## src/rtl/pls_pkg.sv

```systemverilog
`timescale 1ns / 1ps
// ----------------------------------------------------------------------------
// pls_pkg
// Shared constants and types of the piecewise-linear schedule block.
// ----------------------------------------------------------------------------
package pls_pkg;

    localparam int NUM_POINTS_DEF = 6;
    localparam int STEP_BITS_DEF  = 24;
    localparam int FRAC_BITS_DEF  = 28;

    localparam int VALUE_W   = 32;
    localparam int CFG_IDX_W = 3;
    localparam int USED_W    = 3;
    localparam int DIV_DIGIT = 4;

    localparam logic [CFG_IDX_W-1:0] REG_LAST_STEP   = 3'd6;
    localparam logic [CFG_IDX_W-1:0] REG_POINTS_USED = 3'd7;

    typedef enum logic [1:0] {
        OUT_NORMAL = 2'd0,
        OUT_SPAN   = 2'd1,
        OUT_SAT    = 2'd2
    } t_outcome;

    typedef struct packed {
        logic               hit;
        logic               degen;
        logic               neg;
        logic [VALUE_W-1:0] hit_val;
        logic [VALUE_W-1:0] start_val;
    } t_side;

endpackage

```

## src/rtl/pls_div.sv

```systemverilog
`timescale 1ns / 1ps
// ----------------------------------------------------------------------------
// pls_div
// Pipelined restoring divider, a few quotient bits per stage, with side data.
// ----------------------------------------------------------------------------
module pls_div #(
    parameter int NUM_W  = 56,
    parameter int DEN_W  = 24,
    parameter int SIDE_W = 8,
    parameter int NSTG   = (NUM_W + pls_pkg::DIV_DIGIT - 1) / pls_pkg::DIV_DIGIT
) (
    input  logic                             i_clk,
    input  logic                             i_rst_n,
    input  logic                             i_en,
    input  logic                             i_valid,
    input  logic [NUM_W-1:0]                 i_num,
    input  logic [DEN_W-1:0]                 i_den,
    input  logic [SIDE_W-1:0]                i_side,
    output logic                             o_valid,
    output logic [NSTG*pls_pkg::DIV_DIGIT-1:0] o_quot,
    output logic [SIDE_W-1:0]                o_side
);
    import pls_pkg::*;

    localparam int PAD_W = NSTG * DIV_DIGIT;

    logic              r_vld  [NSTG];
    logic [PAD_W-1:0]  r_acc  [NSTG];
    logic [DEN_W-1:0]  r_rem  [NSTG];
    logic [DEN_W-1:0]  r_den  [NSTG];
    logic [SIDE_W-1:0] r_side [NSTG];

    for (genvar s = 0; s < NSTG; s++) begin : g_stg
        logic              in_vld;
        logic [PAD_W-1:0]  in_acc;
        logic [DEN_W-1:0]  in_rem;
        logic [DEN_W-1:0]  in_den;
        logic [SIDE_W-1:0] in_side;
        logic [PAD_W-1:0]  n_acc;
        logic [DEN_W-1:0]  n_rem;

        if (s == 0) begin : g_first
            assign in_vld  = i_valid;
            assign in_acc  = PAD_W'(i_num);
            assign in_rem  = '0;
            assign in_den  = i_den;
            assign in_side = i_side;
        end else begin : g_next
            assign in_vld  = r_vld[s-1];
            assign in_acc  = r_acc[s-1];
            assign in_rem  = r_rem[s-1];
            assign in_den  = r_den[s-1];
            assign in_side = r_side[s-1];
        end

        always_comb begin
            logic [DEN_W:0] t;
            n_acc = in_acc;
            n_rem = in_rem;
            for (int j = 0; j < DIV_DIGIT; j++) begin
                t     = {n_rem, n_acc[PAD_W-1]};
                n_acc = {n_acc[PAD_W-2:0], 1'b0};
                if (t >= {1'b0, in_den}) begin
                    t        = t - {1'b0, in_den};
                    n_acc[0] = 1'b1;
                end
                n_rem = t[DEN_W-1:0];
            end
        end

        always_ff @(posedge i_clk) begin
            if (!i_rst_n) begin
                r_vld[s] <= 1'b0;
            end else if (i_en) begin
                r_vld[s] <= in_vld;
            end
        end

        always_ff @(posedge i_clk) begin
            if (i_en) begin
                r_acc[s]  <= n_acc;
                r_rem[s]  <= n_rem;
                r_den[s]  <= in_den;
                r_side[s] <= in_side;
            end
        end
    end

    assign o_valid = r_vld[NSTG-1];
    assign o_quot  = r_acc[NSTG-1];
    assign o_side  = r_side[NSTG-1];

endmodule

```

## config.mk

```make
export PLATFORM = sky130hd
export DESIGN_NAME = pls_div
export DESIGN_NICKNAME = d
export VERILOG_FILES = /design/src/rtl/pls_pkg.sv /design/src/rtl/pls_div.sv
export SDC_FILE = /design/constraint.sdc
export NUM_CORES = 2
export LEC_CHECK = 0
export BUFFER_PORTS_ARGS = -buffer_cell sky130_fd_sc_hd__buf_2
export CAP_MARGIN = 20
export CORE_MARGIN = 4
export CORE_UTILIZATION = 25
export DETAILED_ROUTE_END_ITERATION = 7
export PLACE_DENSITY = 0.46
export REMOVE_ABC_BUFFERS = 1
export SYNTH_ARGS = -nofsm -noshare
export SYNTH_HDL_FRONTEND = slang
export SYNTH_SLANG_ARGS = --single-unit
```

## constraint.sdc

```tcl
create_clock -name i_clk -period 21.8 [get_ports i_clk]
set_input_delay 3.27 -clock i_clk [delete_from_list [all_inputs] [get_ports i_clk]]
set_output_delay 3.27 -clock i_clk [all_outputs]
set_load 0.02 [all_outputs]
```

Word level (Yosys, flattened, before mapping). Memories as Yosys holds them, arrays and structs flattened. Cells that the tools add are included.

Register bits: 0. RAM bits: 1582. Input port bits: 92. Output and inout bits: 65. Memories kept: 5.

Memory list: r_acc (words 14, width 56, rd ports 14, clocked after memory_dff 0, wr ports 14, line pls_div.sv:28) `logic [PAD_W-1:0] r_acc [NSTG];`; r_den (words 14, width 24, rd ports 13, clocked after memory_dff 0, wr ports 14, line pls_div.sv:30) `logic [DEN_W-1:0] r_den [NSTG];`; r_rem (words 14, width 24, rd ports 13, clocked after memory_dff 0, wr ports 14, line pls_div.sv:29) `logic [DEN_W-1:0] r_rem [NSTG];`; r_side (words 14, width 8, rd ports 14, clocked after memory_dff 0, wr ports 14, line pls_div.sv:31) `logic [SIDE_W-1:0] r_side [NSTG];`; r_vld (words 14, width 1, rd ports 14, clocked after memory_dff 0, wr ports 14, line pls_div.sv:27) `logic r_vld [NSTG];`.

Add/sub/neg operators: 56. $lt $le $gt $ge: 56. Mux-type cells: 131. Bitwise logic cells: 14.

Operators by type and width (count): 25-bit by 24-bit >= comparator with 1-bit output (55); 24-bit two-way mux (56); 24-bit subtractor (55); 1-bit two-way mux (75); 1-bit by 24-bit >= comparator with 1-bit output (1); 1-bit by 24-bit subtractor with 24-bit output (1); 1-bit bitwise OR (14).

Depth between registers and ports, before layout. An unclocked memory read counts as a cell.

Depth after elaboration: 9. Mapped depth: 60.

Worst setup path before layout. Ideal clock, no wire load.

Kind: in2reg. From: in i_den[18]. To: mem r_rem[0][15], data pin. Setup time: 0.260 ns. Arrival: 12.573 ns. Data required time: 21.540 ns. Setup slack: 8.967 ns. Stages on the path: 40. Path through: nor4_1 -> nand3_1 -> nor4_1 -> nor3b_1 -> clkbuf_1 -> a21boi_0 -> ha_1 -> nand2_1 -> or3_1 -> or3_1 -> o31ai_1 -> nor3_1 -> o21ai_1 -> clkbuf_1 -> clkbuf_1 -> a21o_1 -> ha_1 -> a21o_1 -> [4 not listed] -> o21ai_0 -> a21boi_0 -> a2111oi_4 -> mux2i_1 -> ha_1 -> nor2b_1 -> o21a_1 -> o21ai_0 -> a21oi_1 -> a221o_1 -> a31oi_1 -> o31a_1 -> a21o_1 -> nand2_1 -> a311oi_1 -> mux2i_1 -> buf_2 -> mux2_2.

RTL lines: start: declaration (line pls_div.sv:17) `input logic [DEN_W-1:0] i_den,`; end: declaration (line pls_div.sv:29).

==> results_dict.tcl <==
set metrics [dict create \
    status "complete, no violations" \
    cts_hold_buf 0 \
    mostFrequentLayoutCells "edfxtp_1 (1533), ha_1 (1322), a21oi_1 (1033)" \
    final_net_count 13846 \
    rr_endpoint "r_rem[0][27]" \
    die_y_um 708 \
    wl_per_cell_um 18.7 \
    crit_arrival_ns 15.89 \
    grt_overflow_total 0 \
    clock_latency_ns 0.91 \
    synth_edf_count 1533 \
    reg2reg_from "r_den[0][1]" \
    port_buffers 156 \
    hold_path_class "flop to flop" \
    rows 256 \
    clockRootBuffer "clkbuf_16" \
    cp_slowest_cell "o41ai_1" \
    maxSlewHeadroom_pct 30.0 \
    use_met3_pct 1.43 \
    ys_seq_area_share_pct 37.6 \
    critPathMostFrequentCell "a21oi_1" \
    crit_type "flop to flop" \
    crit_path_max_fanout 26 \
    clk_pin_slew_ns 0.06 \
    ys_seq_elements 1534 \
    period_share_pct 70.0 \
    area_delta_synth_final_pct 12.1 \
    antenna_found_initial 21 \
    grt_pass1_wl_um 539000 \
    layout_min_cycle_time_ns 15.25 \
    tightest_slew_ns 1.05 \
    dpl.hpwl_um 280000 \
    fin_worst_skew_ns 0.105 \
    cts_num_sinks 1534 \
    startpoint "r_den[0][1]" \
    reg2reg_depth 52 \
    netlist_area_sq_um 123000 \
    yosys_warnings 0 \
    synth_ff_type "edfxtp_1" \
    end_kind "flop" \
    final_common_cell "edfxtp_1" \
    netlist.area_leader.share_pct 37.5 \
    slowest_delay_ns 0.63 \
    yosys.area.top_type "edfxtp_1" \
    max_freq_ghz 0.0656 \
    grt_busiest_layer "met2" \
    fp.dieArea_sq_um 502000 \
    fin_setup_tns_ns 0 \
    cap_violations 0 \
    hold_viol_final 0 \
    synthArstFlopShare_pct 0 \
    met1_usage_pct 18.4 \
    endpoint "r_rem[0][27]" \
    drt_pass1_iterations 5 \
    tritoncts "yes" \
    drc 0 \
    ant_nets 0 \
    gp_congestion 0.874 \
    cts_made_buffers 192 \
    hp-start "r_acc[0][274]" \
    synthDistinctLibCells 105 \
    holdWs_ns 0.349 \
    fp.dieW_um 708 \
    avgSynthCellArea_sq_um 10.1 \
    rsz0062_at_grt "false" \
    crit_path_start_kind "flop" \
    cts.path.max_buffers 4 \
    vias_per_cell 4.86 \
    start_util_pct 25.2 \
    grt_pass1_vias 89801 \
    post_cts_buffers 0 \
    htreeDepth 4 \
    cts_resized 0 \
    io_pins 157 \
    num_vias 92348 \
    grt_max_degree 183 \
    grtUsageTotal_pct 13.6 \
    required_ns 22.44 \
    setup_viol 0 \
    drtIter0Drc 6296 \
    core_sq_um 488000 \
    synthCells 12156 \
    synthTopCellsByArea "edfxtp_1 (38%), ha_1 (13%), mux2_2 (6.8%)" \
    met2_usage_pct 23.0 \
    drive_gt1_share_pct 11.3 \
    finalMaxSlewViolations 0 \
    rrSetupSlack_ns 6.55 \
    wl_um 354000 \
]
==> cell families (layout without fill, tap and decap cells) <==
family                   count (synthesis)  in the layout  share of synthesized area [%]
AO/OA/AOI/OAI                         3462           3462                           18.2
XOR/XNOR                              1007           1007                           7.19
adder cells (fa/ha/maj)               1376           1376                           14.4
buffers and inverters                  979           1355                           3.11
flip-flops                            1534           1534                           37.6
multiplexers                           854            854                           7.81
other                                    0              4                              0
AND/OR/NAND/NOR                       2944           2944                           11.7
==> flip-flops by register name, indices dropped and copies added, names as in the netlist <==
register and cells:
r_acc 784, r_den 312, r_rem 312, r_side 112, r_vld 14
==> cell usage after synthesis, types with 110 or more instances <==
library cell	number
clkbuf_1	110
edfxtp_1	1533
nand2b_1	143
o21ai_0	700
xor2_1	331
nand4_1	190
o21bai_1	161
nor2b_1	190
a21oi_1	1034
xnor2_1	676
a21o_1	492
nand2_1	711
ha_1	1322
mux2_2	744
inv_1	759
nor3_1	241
nor2_1	764
and3_1	114
nand3_1	220
o21a_1	184
==> area by class of cell <==
class | count | area [sq um]
repair buffers | 234 | 1460
inverters | 773 | 2900
clock buffers | 231 | 4950
well taps | 6450 | 8070
diodes | 4 | 10.0
clock inverters | 117 | 1110
multi-input cells | 9643 | 72900
fillers | 51394 | 350000
flip-flops and latches | 1534 | 46100
==> critical path, delay by kind of cell, from the launching register on <==
kind | cells | cell delay (ns)
AO/OA/AOI/OAI | 25 | 7.10
AND/OR/NAND/NOR | 13 | 3.13
buffers and inverters | 8 | 2.21
adder cells (fa/ha/maj) | 4 | 1.22
multiplexers | 2 | 0.83
flip-flops | 1 | 0.43
==> how the worst min path moves through the flow <==
stage | slack, ns | cells after the start | end
2_1_floorplan | 0.40 | 0 | r_acc[0][100]
3_3_place_gp | 0.40 | 0 | r_side[1][26]
3_5_place_dp | 0.40 | 0 | r_acc[0][106]
4_1_cts | 0.31 | 0 | r_acc[0][334]
5_1_grt | 0.32 | 0 | r_acc[0][334]
6_report | 0.35 | 0 | r_acc[0][334]
==> through the flow <==
step	worst slack, ns	instance area, sq um	instances	utilization, %
after detailed placement	6.64	131000	18632	26.9
after floorplan	6.11	122000	11950	-
after CTS	6.71	137000	18980	28.2
after global placement	6.77	131000	18631	26.9
after global routing	5.18	137000	18985	28.2
final	6.55	137000	18986	28.2
==> layer usage <==
| metal | up-vias | wire length (um) |
|---|---|---|
| met3 | 403 | 13100 |
| met4 | 8 | 9510 |
| met2 | 1663 | 165000 |
| li1 | 46270 | - |
| met1 | 44004 | 166000 |
| met5 | - | 51 |
Power is not shown: default switching activity piles up to over one toggle a cycle in this logic, so the estimate is an artifact.
