[config.mk]
export PLATFORM = sky130hd
export DESIGN_NAME = pls_scan
export DESIGN_NICKNAME = d
export VERILOG_FILES = /design/src/rtl/pls_pkg.sv /design/src/rtl/pls_scan.sv
export SDC_FILE = /design/constraint.sdc
export NUM_CORES = 1
export LEC_CHECK = 0
export BUFFER_PORTS_ARGS = -buffer_cell sky130_fd_sc_hd__clkbuf_2
export CELL_PAD_IN_SITES_DETAIL_PLACEMENT = 1
export CELL_PAD_IN_SITES_GLOBAL_PLACEMENT = 2
export CORE_AREA = 2 2 268 270
export DETAILED_ROUTE_END_ITERATION = 8
export DIE_AREA = 0 0 270 272
export PLACE_DENSITY_LB_ADDON = 0.2
export REMOVE_ABC_BUFFERS = 1
export SYNTH_ARGS = -nofsm -noshare
export SYNTH_HDL_FRONTEND = slang
export SYNTH_SLANG_ARGS = --single-unit
[constraint.sdc]
create_clock -name i_clk -period 3.56 [get_ports i_clk]
set_clock_uncertainty 0.2 [all_clocks]
set_input_delay 0.712 -clock i_clk [delete_from_list [all_inputs] [get_ports i_clk]]
set_output_delay 0.712 -clock i_clk [all_outputs]
set_load 0.01 [all_outputs]
[src/rtl/pls_pkg.sv]
`timescale 1ns / 1ps
// ----------------------------------------------------------------------------
// pls_pkg
// Shared constants and types of the piecewise-linear schedule block.
// ----------------------------------------------------------------------------
package pls_pkg;

    localparam int NUM_POINTS_DEF = 6;
    localparam int STEP_BITS_DEF  = 24;
    localparam int FRAC_BITS_DEF  = 28;

    localparam int VALUE_W   = 32;
    localparam int CFG_IDX_W = 3;
    localparam int USED_W    = 3;
    localparam int DIV_DIGIT = 4;

    localparam logic [CFG_IDX_W-1:0] REG_LAST_STEP   = 3'd6;
    localparam logic [CFG_IDX_W-1:0] REG_POINTS_USED = 3'd7;

    typedef enum logic [1:0] {
        OUT_NORMAL = 2'd0,
        OUT_SPAN   = 2'd1,
        OUT_SAT    = 2'd2
    } t_outcome;

    typedef struct packed {
        logic               hit;
        logic               degen;
        logic               neg;
        logic [VALUE_W-1:0] hit_val;
        logic [VALUE_W-1:0] start_val;
    } t_side;

endpackage

[src/rtl/pls_scan.sv]
`timescale 1ns / 1ps
// ----------------------------------------------------------------------------
// pls_scan
// One pipeline stage of the breakpoint scan over a fixed group of points.
// ----------------------------------------------------------------------------
module pls_scan #(
    parameter int NUM_POINTS = pls_pkg::NUM_POINTS_DEF,
    parameter int STEP_BITS  = pls_pkg::STEP_BITS_DEF,
    parameter int FIRST      = 0,
    parameter int COUNT      = 1
) (
    input  logic                                         i_clk,
    input  logic                                         i_rst_n,
    input  logic                                         i_en,
    input  logic [NUM_POINTS-1:0][STEP_BITS+31:0]        i_points,
    input  logic [pls_pkg::USED_W-1:0]                   i_used,
    input  logic                                         i_valid,
    input  logic [STEP_BITS-1:0]                         i_q,
    input  logic [STEP_BITS-1:0]                         i_ss,
    input  logic [STEP_BITS-1:0]                         i_es,
    input  logic [31:0]                                  i_sv,
    input  logic [31:0]                                  i_ev,
    input  logic                                         i_hit,
    input  logic [31:0]                                  i_hv,
    output logic                                         o_valid,
    output logic [STEP_BITS-1:0]                         o_q,
    output logic [STEP_BITS-1:0]                         o_ss,
    output logic [STEP_BITS-1:0]                         o_es,
    output logic [31:0]                                  o_sv,
    output logic [31:0]                                  o_ev,
    output logic                                         o_hit,
    output logic [31:0]                                  o_hv
);
    import pls_pkg::*;

    logic                 r_valid;
    logic [STEP_BITS-1:0] r_q, r_ss, r_es;
    logic [31:0]          r_sv, r_ev, r_hv;
    logic                 r_hit;

    logic [STEP_BITS-1:0] n_ss, n_es;
    logic [31:0]          n_sv, n_ev, n_hv;
    logic                 n_hit;

    always_comb begin
        logic [STEP_BITS-1:0] ps;
        logic [31:0]          pv;
        n_ss  = i_ss;
        n_es  = i_es;
        n_sv  = i_sv;
        n_ev  = i_ev;
        n_hv  = i_hv;
        n_hit = i_hit;
        for (int k = 0; k < COUNT; k++) begin
            ps = i_points[FIRST+k][STEP_BITS-1:0];
            pv = i_points[FIRST+k][STEP_BITS+31:STEP_BITS];
            if (!n_hit && (USED_W'(FIRST+k) < i_used)) begin
                if (i_q == ps) begin
                    n_hit = 1'b1;
                    n_hv  = pv;
                end else if (i_q <= ps && ps <= n_es) begin
                    n_ev = pv;
                    n_es = ps;
                end else if (n_ss <= ps && ps <= i_q) begin
                    n_sv = pv;
                    n_ss = ps;
                end
            end
        end
    end

    always_ff @(posedge i_clk) begin
        if (!i_rst_n) begin
            r_valid <= 1'b0;
        end else if (i_en) begin
            r_valid <= i_valid;
        end
    end

    always_ff @(posedge i_clk) begin
        if (i_en) begin
            r_q   <= i_q;
            r_ss  <= n_ss;
            r_es  <= n_es;
            r_sv  <= n_sv;
            r_ev  <= n_ev;
            r_hv  <= n_hv;
            r_hit <= n_hit;
        end
    end

    assign o_valid = r_valid;
    assign o_q     = r_q;
    assign o_ss    = r_ss;
    assign o_es    = r_es;
    assign o_sv    = r_sv;
    assign o_ev    = r_ev;
    assign o_hit   = r_hit;
    assign o_hv    = r_hv;

endmodule

Word-level counts from Yosys, hierarchy flattened. Index checks and enable logic that the tools add are counted.

Register bits: 170. Output and inout port bits: 170.

Equal/unequal tests: 1. Reductions and logical operators: 4. Multiplexer cells: 18. Order comparisons: 5.

Operator list (count): $mux W32 (9); $mux W24 (7); $le A24 B24 Y1 (4); $eq A24 B24 Y1 (1); $logic_and A1 B1 Y1 (3); $lt A1 B3 Y1 const A (1); $mux W1 (2); $logic_not A1 Y1 (1).

Logic depth before layout (Yosys ltp). Gate-level depths: netlist of run 1.

Word-level depth: 6. Depth in mapped cells: 11.

Worst setup path after synthesis of run 1. Ideal clock, no wire load.

Path kind: input -> register. From: input i_q[9]. To: register r_ss[15] (netlist: o_ss[15]), data pin. Path slack: 0.397 ns. Buffers on the path: 2. Data arrival time: 2.703 ns. Stages on the path: 11. Cell sequence: inv_1 -> ha_1 -> a21oi_1 -> nor2_1 -> a211oi_2 -> o221ai_1 -> o31a_1 -> nor4_4 -> buf_6 -> buf_12 -> mux2_4.

Longest elaborated chain between the ends: 6. Elaborated cells between the ends (all ways): 9. Classes of those cells: order compare (2); eq/ne (1); mux (4); reduce/logical (2).

Ends and longest elaborated chain: start: declaration (line pls_scan.sv:18) `input logic [STEP_BITS-1:0] i_q,`; $le A24 B24 Y1 (line pls_scan.sv:64) `end else if (n_ss <= ps && ps <= i_q) begin`; $logic_and A1 B1 Y1 (line pls_scan.sv:64); $mux W24 (line pls_scan.sv:64); $mux W24 (line pls_scan.sv:61) `end else if (i_q <= ps && ps <= n_es) begin`; $mux W24 (*) (line pls_scan.sv:58) `if (i_q == ps) begin`; $mux W24 (*) (line pls_scan.sv:57) `if (!n_hit && (USED_W'(FIRST+k) < i_used)) begin`; net n_ss[15] (line pls_scan.sv:41) `logic [STEP_BITS-1:0] n_ss, n_es;`; end signal: assignment (line pls_scan.sv:83) `r_ss <= n_ss;`; end: declaration (line pls_scan.sv:37) `logic [STEP_BITS-1:0] r_q, r_ss, r_es;`.

The timed path passes the listed nets; every way through them passes the cells marked *. A chain may end at the register's enable or synchronous reset.

Worst setup path after layout of run 1.
From: input i_points[1] (netlist name). To: register r_sv[31] (netlist: o_sv[31]), data pin.

Longest elaborated chain between the ends: 6. Elaborated cells between the ends (all ways): 11. Classes of those cells: order compare (4); eq/ne (1); mux (4); reduce/logical (2).

Ends and longest elaborated chain: start: declaration (line pls_scan.sv:15) `input logic [NUM_POINTS-1:0][STEP_BITS+31:0] i_points,`; $le A24 B24 Y1 (line pls_scan.sv:64); $logic_and A1 B1 Y1 (line pls_scan.sv:64); $mux W32 (line pls_scan.sv:64); $mux W32 (line pls_scan.sv:61); $mux W32 (*) (line pls_scan.sv:58); $mux W32 (*) (line pls_scan.sv:57); net n_sv[31] (line pls_scan.sv:42) `logic [31:0] n_sv, n_ev, n_hv;`; end signal: assignment (line pls_scan.sv:85) `r_sv <= n_sv;`; end: declaration (line pls_scan.sv:38) `logic [31:0] r_sv, r_ev, r_hv;`.

Marked as above.

==> impl_metrics.env, run 1 <==
export IMPL_fin_hold_ws_ns=0.231
export IMPL_grt_pass1_vias=7579
export IMPL_core_area_mm2=0.0708
export IMPL_drv_slew=0
export IMPL_area_delta_synth_final_pct=50.4
export IMPL_hold_class="in2reg"
export IMPL_dr_pass1_iters=4
export IMPL_period_share=0.945
export IMPL_clk_latency_ns=0.47
export IMPL_cts_root_buf="clkbuf_16"
export IMPL_grt_pass1_wl_mm=56.6
export IMPL_dp_hpwl_mm=32.4
export IMPL_fmax_mhz=297
export IMPL_required_ns=3.57
export IMPL_port_buffers=401
export IMPL_slew_headroom=0.532
export IMPL_synth_warnings=0
export IMPL_synth_area_leader_cell="edfxtp_1"
export IMPL_cts_sinks=170
export IMPL_irDropWorstVdd_v=0.000265
export IMPL_p_total_uw=5580
export IMPL_grt_max_degree=69
export IMPL_die_w_um=270
export IMPL_synth_area_leaders="edfxtp_1 (57%), ha_1 (10%), mux2_2 (8.1%)"
export IMPL_place_congestion=0.743
export IMPL_r2r_setup_slack_ns=2.76
export IMPL_n_antenna_cell=0
export IMPL_avgViaCountPerCell=3.34
export IMPL_crit_arrival_ns=3.38
export IMPL_cap_violations=0
export IMPL_clockBufferDepth=2
export IMPL_placed_area_mm2=0.0127
export IMPL_worstRegToRegCells=2
export IMPL_die_h_um=272
export IMPL_grt_use_total=0.109
export IMPL_via_count=6858
export IMPL_cts_buffers_inserted=17
export IMPL_fp_row_count=98
export IMPL_initial_utilization=0.126
export IMPL_synth_edf_count=169
export IMPL_start_kind="input port"
export IMPL_finalHoldViolations=0
export IMPL_postCtsHoldBufs=0
export IMPL_cts_tree="done"
export IMPL_antenna_found_initial=7
export IMPL_rsz0062_at_grt="false"
export IMPL_outcome="completed"
export IMPL_worstSetupPathType="in2reg"
export IMPL_ioPinCount=682
export IMPL_cp_max_fo=15
export IMPL_final_nets=1677
export IMPL_synthDistinctLibCells=41
export IMPL_hold_start="i_q[10]"
export IMPL_leakage_uw=0.00596
export IMPL_dieArea_mm2=0.0734
export IMPL_holdPathEnd="o_q[10]"
export IMPL_layoutNonFillerInstCount=2056
export IMPL_yosys_register_bits=170
export IMPL_grt_overflow=0
export IMPL_drtIter0Drc=276
export IMPL_async_flop_share=0
export IMPL_wl_per_cell_um=19.6
export IMPL_path_delay_family="buffers and inverters"
export IMPL_cp_num_buf_inv=6
export IMPL_worst_path_most_repeated_cell="buf_4"
export IMPL_synth_top_area_frac=0.570
export IMPL_timing_final_setup_violations=0
export IMPL_synthCells=593
export IMPL_crit_chain="clkbuf_2, inv_1, ha_1, nor2b_1, o211ai_1, a21oi_1, buf_4, a2111oi_4, buf_4, o31ai_1, nor4_4, buf_6, buf_16, mux2_2"
export IMPL_r2r_end="o_valid"
export IMPL_antenna_left=0
export IMPL_p_per_area_mw_per_mm2=416
export IMPL_fin_crit_ns=3.36
export IMPL_cts_clk_slew_worst_paths_ns=0.08
export IMPL_dp_cells=2022
export IMPL_post_route_util=0.189
export IMPL_worstMarginPinSlew_ns=0.702
export IMPL_ys_seq_area_frac=0.572
export IMPL_max_stage_delay_ns=0.38
export IMPL_wirelength_mm=40.3
export IMPL_synthFlopType="edfxtp_1"
export IMPL_htree_num_levels=4
export IMPL_endpoint_kind="register"
export IMPL_nFillCells=8132
export IMPL_drc=0
export IMPL_syn_area_mm2=0.00891
export IMPL_drive_above_1_share=0.577
export IMPL_slowest_stage="mux2_2"
export IMPL_fin_area_mm2=0.0134
export IMPL_holdPathStages=1
export IMPL_synth_avg_cell_area_um2=15.0
export IMPL_r2r_start="o_valid"
[state kept, by name (all words and copies together) (netlist names)]
register,cells
o_sv,32
o_ev,32
o_es,24
o_valid,1
o_ss,24
o_hv,32
o_q,24
o_hit,1
[through the flow]
stage,setup TNS [ns],setup slack [ns]
floorplan,-93.03,-1.75
global placement,-30.80,-0.614
detailed placement,-41.68,-0.784
CTS,0,0.0107
global route,0,0.0127
finish,0,0.196
[layout make-up]
cell class,instances,area [µm²],area share
Timing Repair Buffer,496,2860,0.213
Tap cell,950,1190,0.0887
Clock buffer,17,425,0.0317
Inverter,71,267,0.0199
Sequential cell,170,5090,0.380
Clock inverter,15,175,0.0131
Multi-Input combinational cell,337,3390,0.253
[cells in the mapped netlist (2+ instances only)]
cell        n
a21oi_1    28
mux2_1     17
inv_1      71
nor3_1      5
nand4_1    13
o211ai_1    3
nor2b_1     7
buf_12      4
edfxtp_1  169
a31oi_1     3
a211oi_1    2
buf_6       3
mux2i_1    25
mux2_4     39
nor2_1     10
nand3_1     4
a21o_1      4
nand2_1    15
o21ai_0     8
ha_1       72
and4_1      3
mux2_2     64
clkbuf_1    3
a21boi_1    2
buf_8       3
[power by group]
group	switching, µW	internal (µW)
Clock	1040	949
Sequential	54.4	2420
Combinational	598	522
Total	1690	3890
[cells in the final DEF (no fill, tap or decap), drive strengths merged]
master,instances
o21ai,8
inv,78
nor4,2
a2111oi,1
clkinv,8
a21oi,28
a21boi,2
clkbuf,418
nand2,15
nand2b,1
o31ai,1
o211ai,3
ha,72
a211oi,3
and4,3
o221ai,1
a311oi,1
a41o,1
buf,95
o31a,1
nor2,10
nor2b,7
a21o,4
mux2i,25
nand3,4
nor3,5
dfxtp,1
edfxtp,169
mux2,120
nand3b,1
nand4,14
a31oi,3
o221a,1
[worst max path at each step]
stage                      startpoint  endpoint  slack (ns)  cells after the start
after detailed placement  i_points[3]  o_ss[11]       -0.78                     12
after global placement    i_points[3]   o_ss[7]       -0.61                     12
after CTS                 i_points[3]  o_sv[31]        0.01                     13
final                     i_points[1]  o_sv[31]        0.20                     14
after global routing      i_points[3]  o_sv[31]        0.01                     13
after floorplan                i_q[9]  o_ss[10]       -1.75                      9
[logic make-up (layout without fill, tap and decap cells)]
| logic type | Yosys count | after routing | synth area share |
|---|---|---|---|
| AOI/OAI and AO/OA | 58 | 58 | 0.0411 |
| adders and majority gates | 72 | 72 | 0.101 |
| buffers and inverters | 86 | 599 | 0.0504 |
| DFF | 170 | 170 | 0.572 |
| muxes | 145 | 145 | 0.196 |
| and+or+nand+nor | 62 | 62 | 0.0393 |
[per-layer routing]
layer,vias up,share of wire,track usage
met4,14,0.011,0.0272
met1,3268,0.45,0.136
li1,3253,-,-
met5,-,0.0024,0
met3,31,0.094,0.0492
met2,292,0.44,0.170
[what timing repair did]
item / in CTS / in global routing
setup endpoints to repair: 48 / 47
pin swaps: 1 / 0
cloned: 0 / 1
hold endpoints to repair: 0 / 0
buffers inserted: 1 / 0
gates resized for setup: 4 / 7
No activity file was read; power rests on OpenSTA's default activity.
==> run 2: changes to the inputs <==
--- a/config.mk
+++ b/config.mk
@@ -8,10 +8,10 @@
 export BUFFER_PORTS_ARGS = -buffer_cell sky130_fd_sc_hd__clkbuf_2
 export CELL_PAD_IN_SITES_DETAIL_PLACEMENT = 1
 export CELL_PAD_IN_SITES_GLOBAL_PLACEMENT = 2
-export CORE_AREA = 2 2 268 270
+export CORE_AREA = 2 2 265 267
 export DETAILED_ROUTE_END_ITERATION = 8
-export DIE_AREA = 0 0 270 272
-export PLACE_DENSITY_LB_ADDON = 0.2
+export DIE_AREA = 0 0 267 269
+export PLACE_DENSITY = 0.51
 export REMOVE_ABC_BUFFERS = 1
 export SYNTH_ARGS = -nofsm -noshare
 export SYNTH_HDL_FRONTEND = slang
==> constraint.sdc (replaced) <==
create_clock -name i_clk -period 4.25 [get_ports i_clk]
set_clock_uncertainty 0.2 [all_clocks]
set_input_delay 0.85 -clock i_clk [delete_from_list [all_inputs] [get_ports i_clk]]
set_output_delay 0.85 -clock i_clk [all_outputs]
set_load 0.01 [all_outputs]
==> run 2 against run 1 <==
- via count decreased by 2.8%
- largest power group unchanged
- sequential cell count stayed put
- highest routed layer unchanged
- combinational power fell by 22%
- setup slack improved by 0.30 ns
- die area down 2.2%
==> impl_metrics.env, run 2 (same netlist as run 1, synthesis figures left out) <==
export IMPL_wl_per_cell_um=19.8
export IMPL_place_ws_ns=-0.0650
export IMPL_hold_class="reg2reg"
export IMPL_start_kind="input port"
export IMPL_dr_pass1_iters=5
export IMPL_fp_row_count=97
export IMPL_gr_usage_met3=0.0524
export IMPL_grt_use_met2=0.170
export IMPL_cts_buffers_inserted=17
export IMPL_grt_use_met1=0.127
export IMPL_crit_chain="clkbuf_2, inv_1, ha_1, nor2b_1, o211ai_1, a21oi_1, buf_4, a2111oi_1, buf_4, o31ai_1, nor4_4, buf_4, mux2_2"
export IMPL_endpoint_kind="register"
export IMPL_worst_slack_ns=0.493
export IMPL_antenna_found_initial=8
export IMPL_cts_post_setup_buffers_inserted=0
export IMPL_timing_final_setup_violations=0
export IMPL_drive_above_1_share=0.544
export IMPL_place_congestion=0.690
export IMPL_port_buffers=401
export IMPL_grt_max_degree=86
export IMPL_rsz0062_at_grt="false"
export IMPL_cts_resized=0
export IMPL_antenna_left=0
export IMPL_dp_hpwl_mm=32.0
export IMPL_final_common_cell="clkbuf_2"
export IMPL_n_antenna_cell=0
export IMPL_fmax_mhz=266
export IMPL_required_ns=4.26
export IMPL_ioPinCount=682
export IMPL_p_total_uw=4530
export IMPL_wirelength_mm=39.0
export IMPL_slowest_stage="mux2_2"
export IMPL_irDropWorstVdd_v=0.000231
export IMPL_die_w_um=267
export IMPL_cap_violations=0
export IMPL_cp_max_fo=14
export IMPL_initial_utilization=0.129
export IMPL_drc=0
export IMPL_grt_busiest_layer="met2"
export IMPL_p_per_area_mw_per_mm2=356
export IMPL_crit_arrival_ns=3.77
export IMPL_r2r_setup_slack_ns=3.45
export IMPL_cts_clk_slew_worst_paths_ns=0.07
export IMPL_finalHoldViolations=0
export IMPL_drv_slew=0
export IMPL_drtIter0Drc=189
export IMPL_worst_path_most_repeated_cell="buf_4"
export IMPL_htree_num_levels=4
export IMPL_area_delta_synth_final_pct=42.7
export IMPL_cts_tree="done"
export IMPL_slew_headroom=0.354
export IMPL_worstMarginPinSlew_ns=0.968
export IMPL_period_share=0.884
export IMPL_core_area_mm2=0.0693
export IMPL_worstSetupPathType="in2reg"
export IMPL_fin_crit_ns=3.76
export IMPL_clockBufferDepth=2
export IMPL_postCtsHoldBufs=0
export IMPL_max_stage_delay_ns=0.41
export IMPL_dieArea_mm2=0.0718
export IMPL_grt_pass1_vias=7127
export IMPL_avgViaCountPerCell=3.38
export IMPL_final_cell_mix="clkbuf_2 (400), edfxtp_1 (169), ha_1 (72)"
export IMPL_grt_use_total=0.107
export IMPL_grt_overflow=0
export IMPL_via_count=6669
export IMPL_clk_latency_ns=0.47
export IMPL_cts_sinks=170
export IMPL_grt_pass1_wl_mm=53.1
export IMPL_final_nets=1605
export IMPL_cts_root_buf="clkbuf_16"
export IMPL_die_h_um=269
export IMPL_outcome="completed"
export IMPL_leakage_uw=0.00556
[run 2: cell types whose count changed in the layout (fill, tap and decap cells not counted), moves of 2 or more]
cell | before | now
clkinv_8 | 5 | 2
buf_4 | 84 | 18
clkinv_2 | 1 | 3
buf_6 | 2 | 0
buf_12 | 7 | 5
[run 2: per-layer routing]
metal  up-vias  share of wire
li1       3104              -
met1      3197           0.42
met2       314           0.45
met3        40           0.11
met4        14          0.016
met5         -         0.0022
[run 2: stage by stage]
stage	instances	hold WS [ns]	utilization	setup TNS, ns	area [µm²]
final	1974	0.337	0.184	0	12700
after CTS	1974	0.306	0.184	0	12700
after global placement	1942	0.303	0.175	-0.0746	12200
after floorplan	578	0.338	-	-62.12	8730
after global routing	1974	0.329	0.184	0	12700
after detailed placement	1942	0.317	0.175	-0.185	12200
[run 2: final timing paths]
check              startpoint       to  depth (start not counted)
hold reg to reg       o_valid  o_valid                          2
setup reg to reg      o_valid  o_valid                          2
hold / removal        o_valid  o_valid                          2
setup / recovery  i_points[1]  o_ss[8]                         13
[run 2: worst max-delay path, delay by kind of cell]
kind	cells	cell delay [ns]
buffers and inverters	5	1.00
AO/OA/AOI/OAI	4	0.72
AND/OR/NAND/NOR	2	0.46
multiplexers	1	0.41
adder cells (fa/ha/maj)	1	0.31
[run 2: layout make-up]
type | count | area, µm²
tap | 940 | 1180
fill | 7923 | 56600
clock buffer | 18 | 429
sequential | 170 | 5090
timing repair buffer | 424 | 2250
multi-input combinational | 337 | 3370
clock inverter | 14 | 133
inverter | 71 | 267
[run 2: power breakdown]
group,switching [µW],internal [µW],leakage [µW]
clock,814,774,0.000277
sequential,44.2,2020,0.00166
combinational,492,381,0.00362
total,1350,3180,0.00556
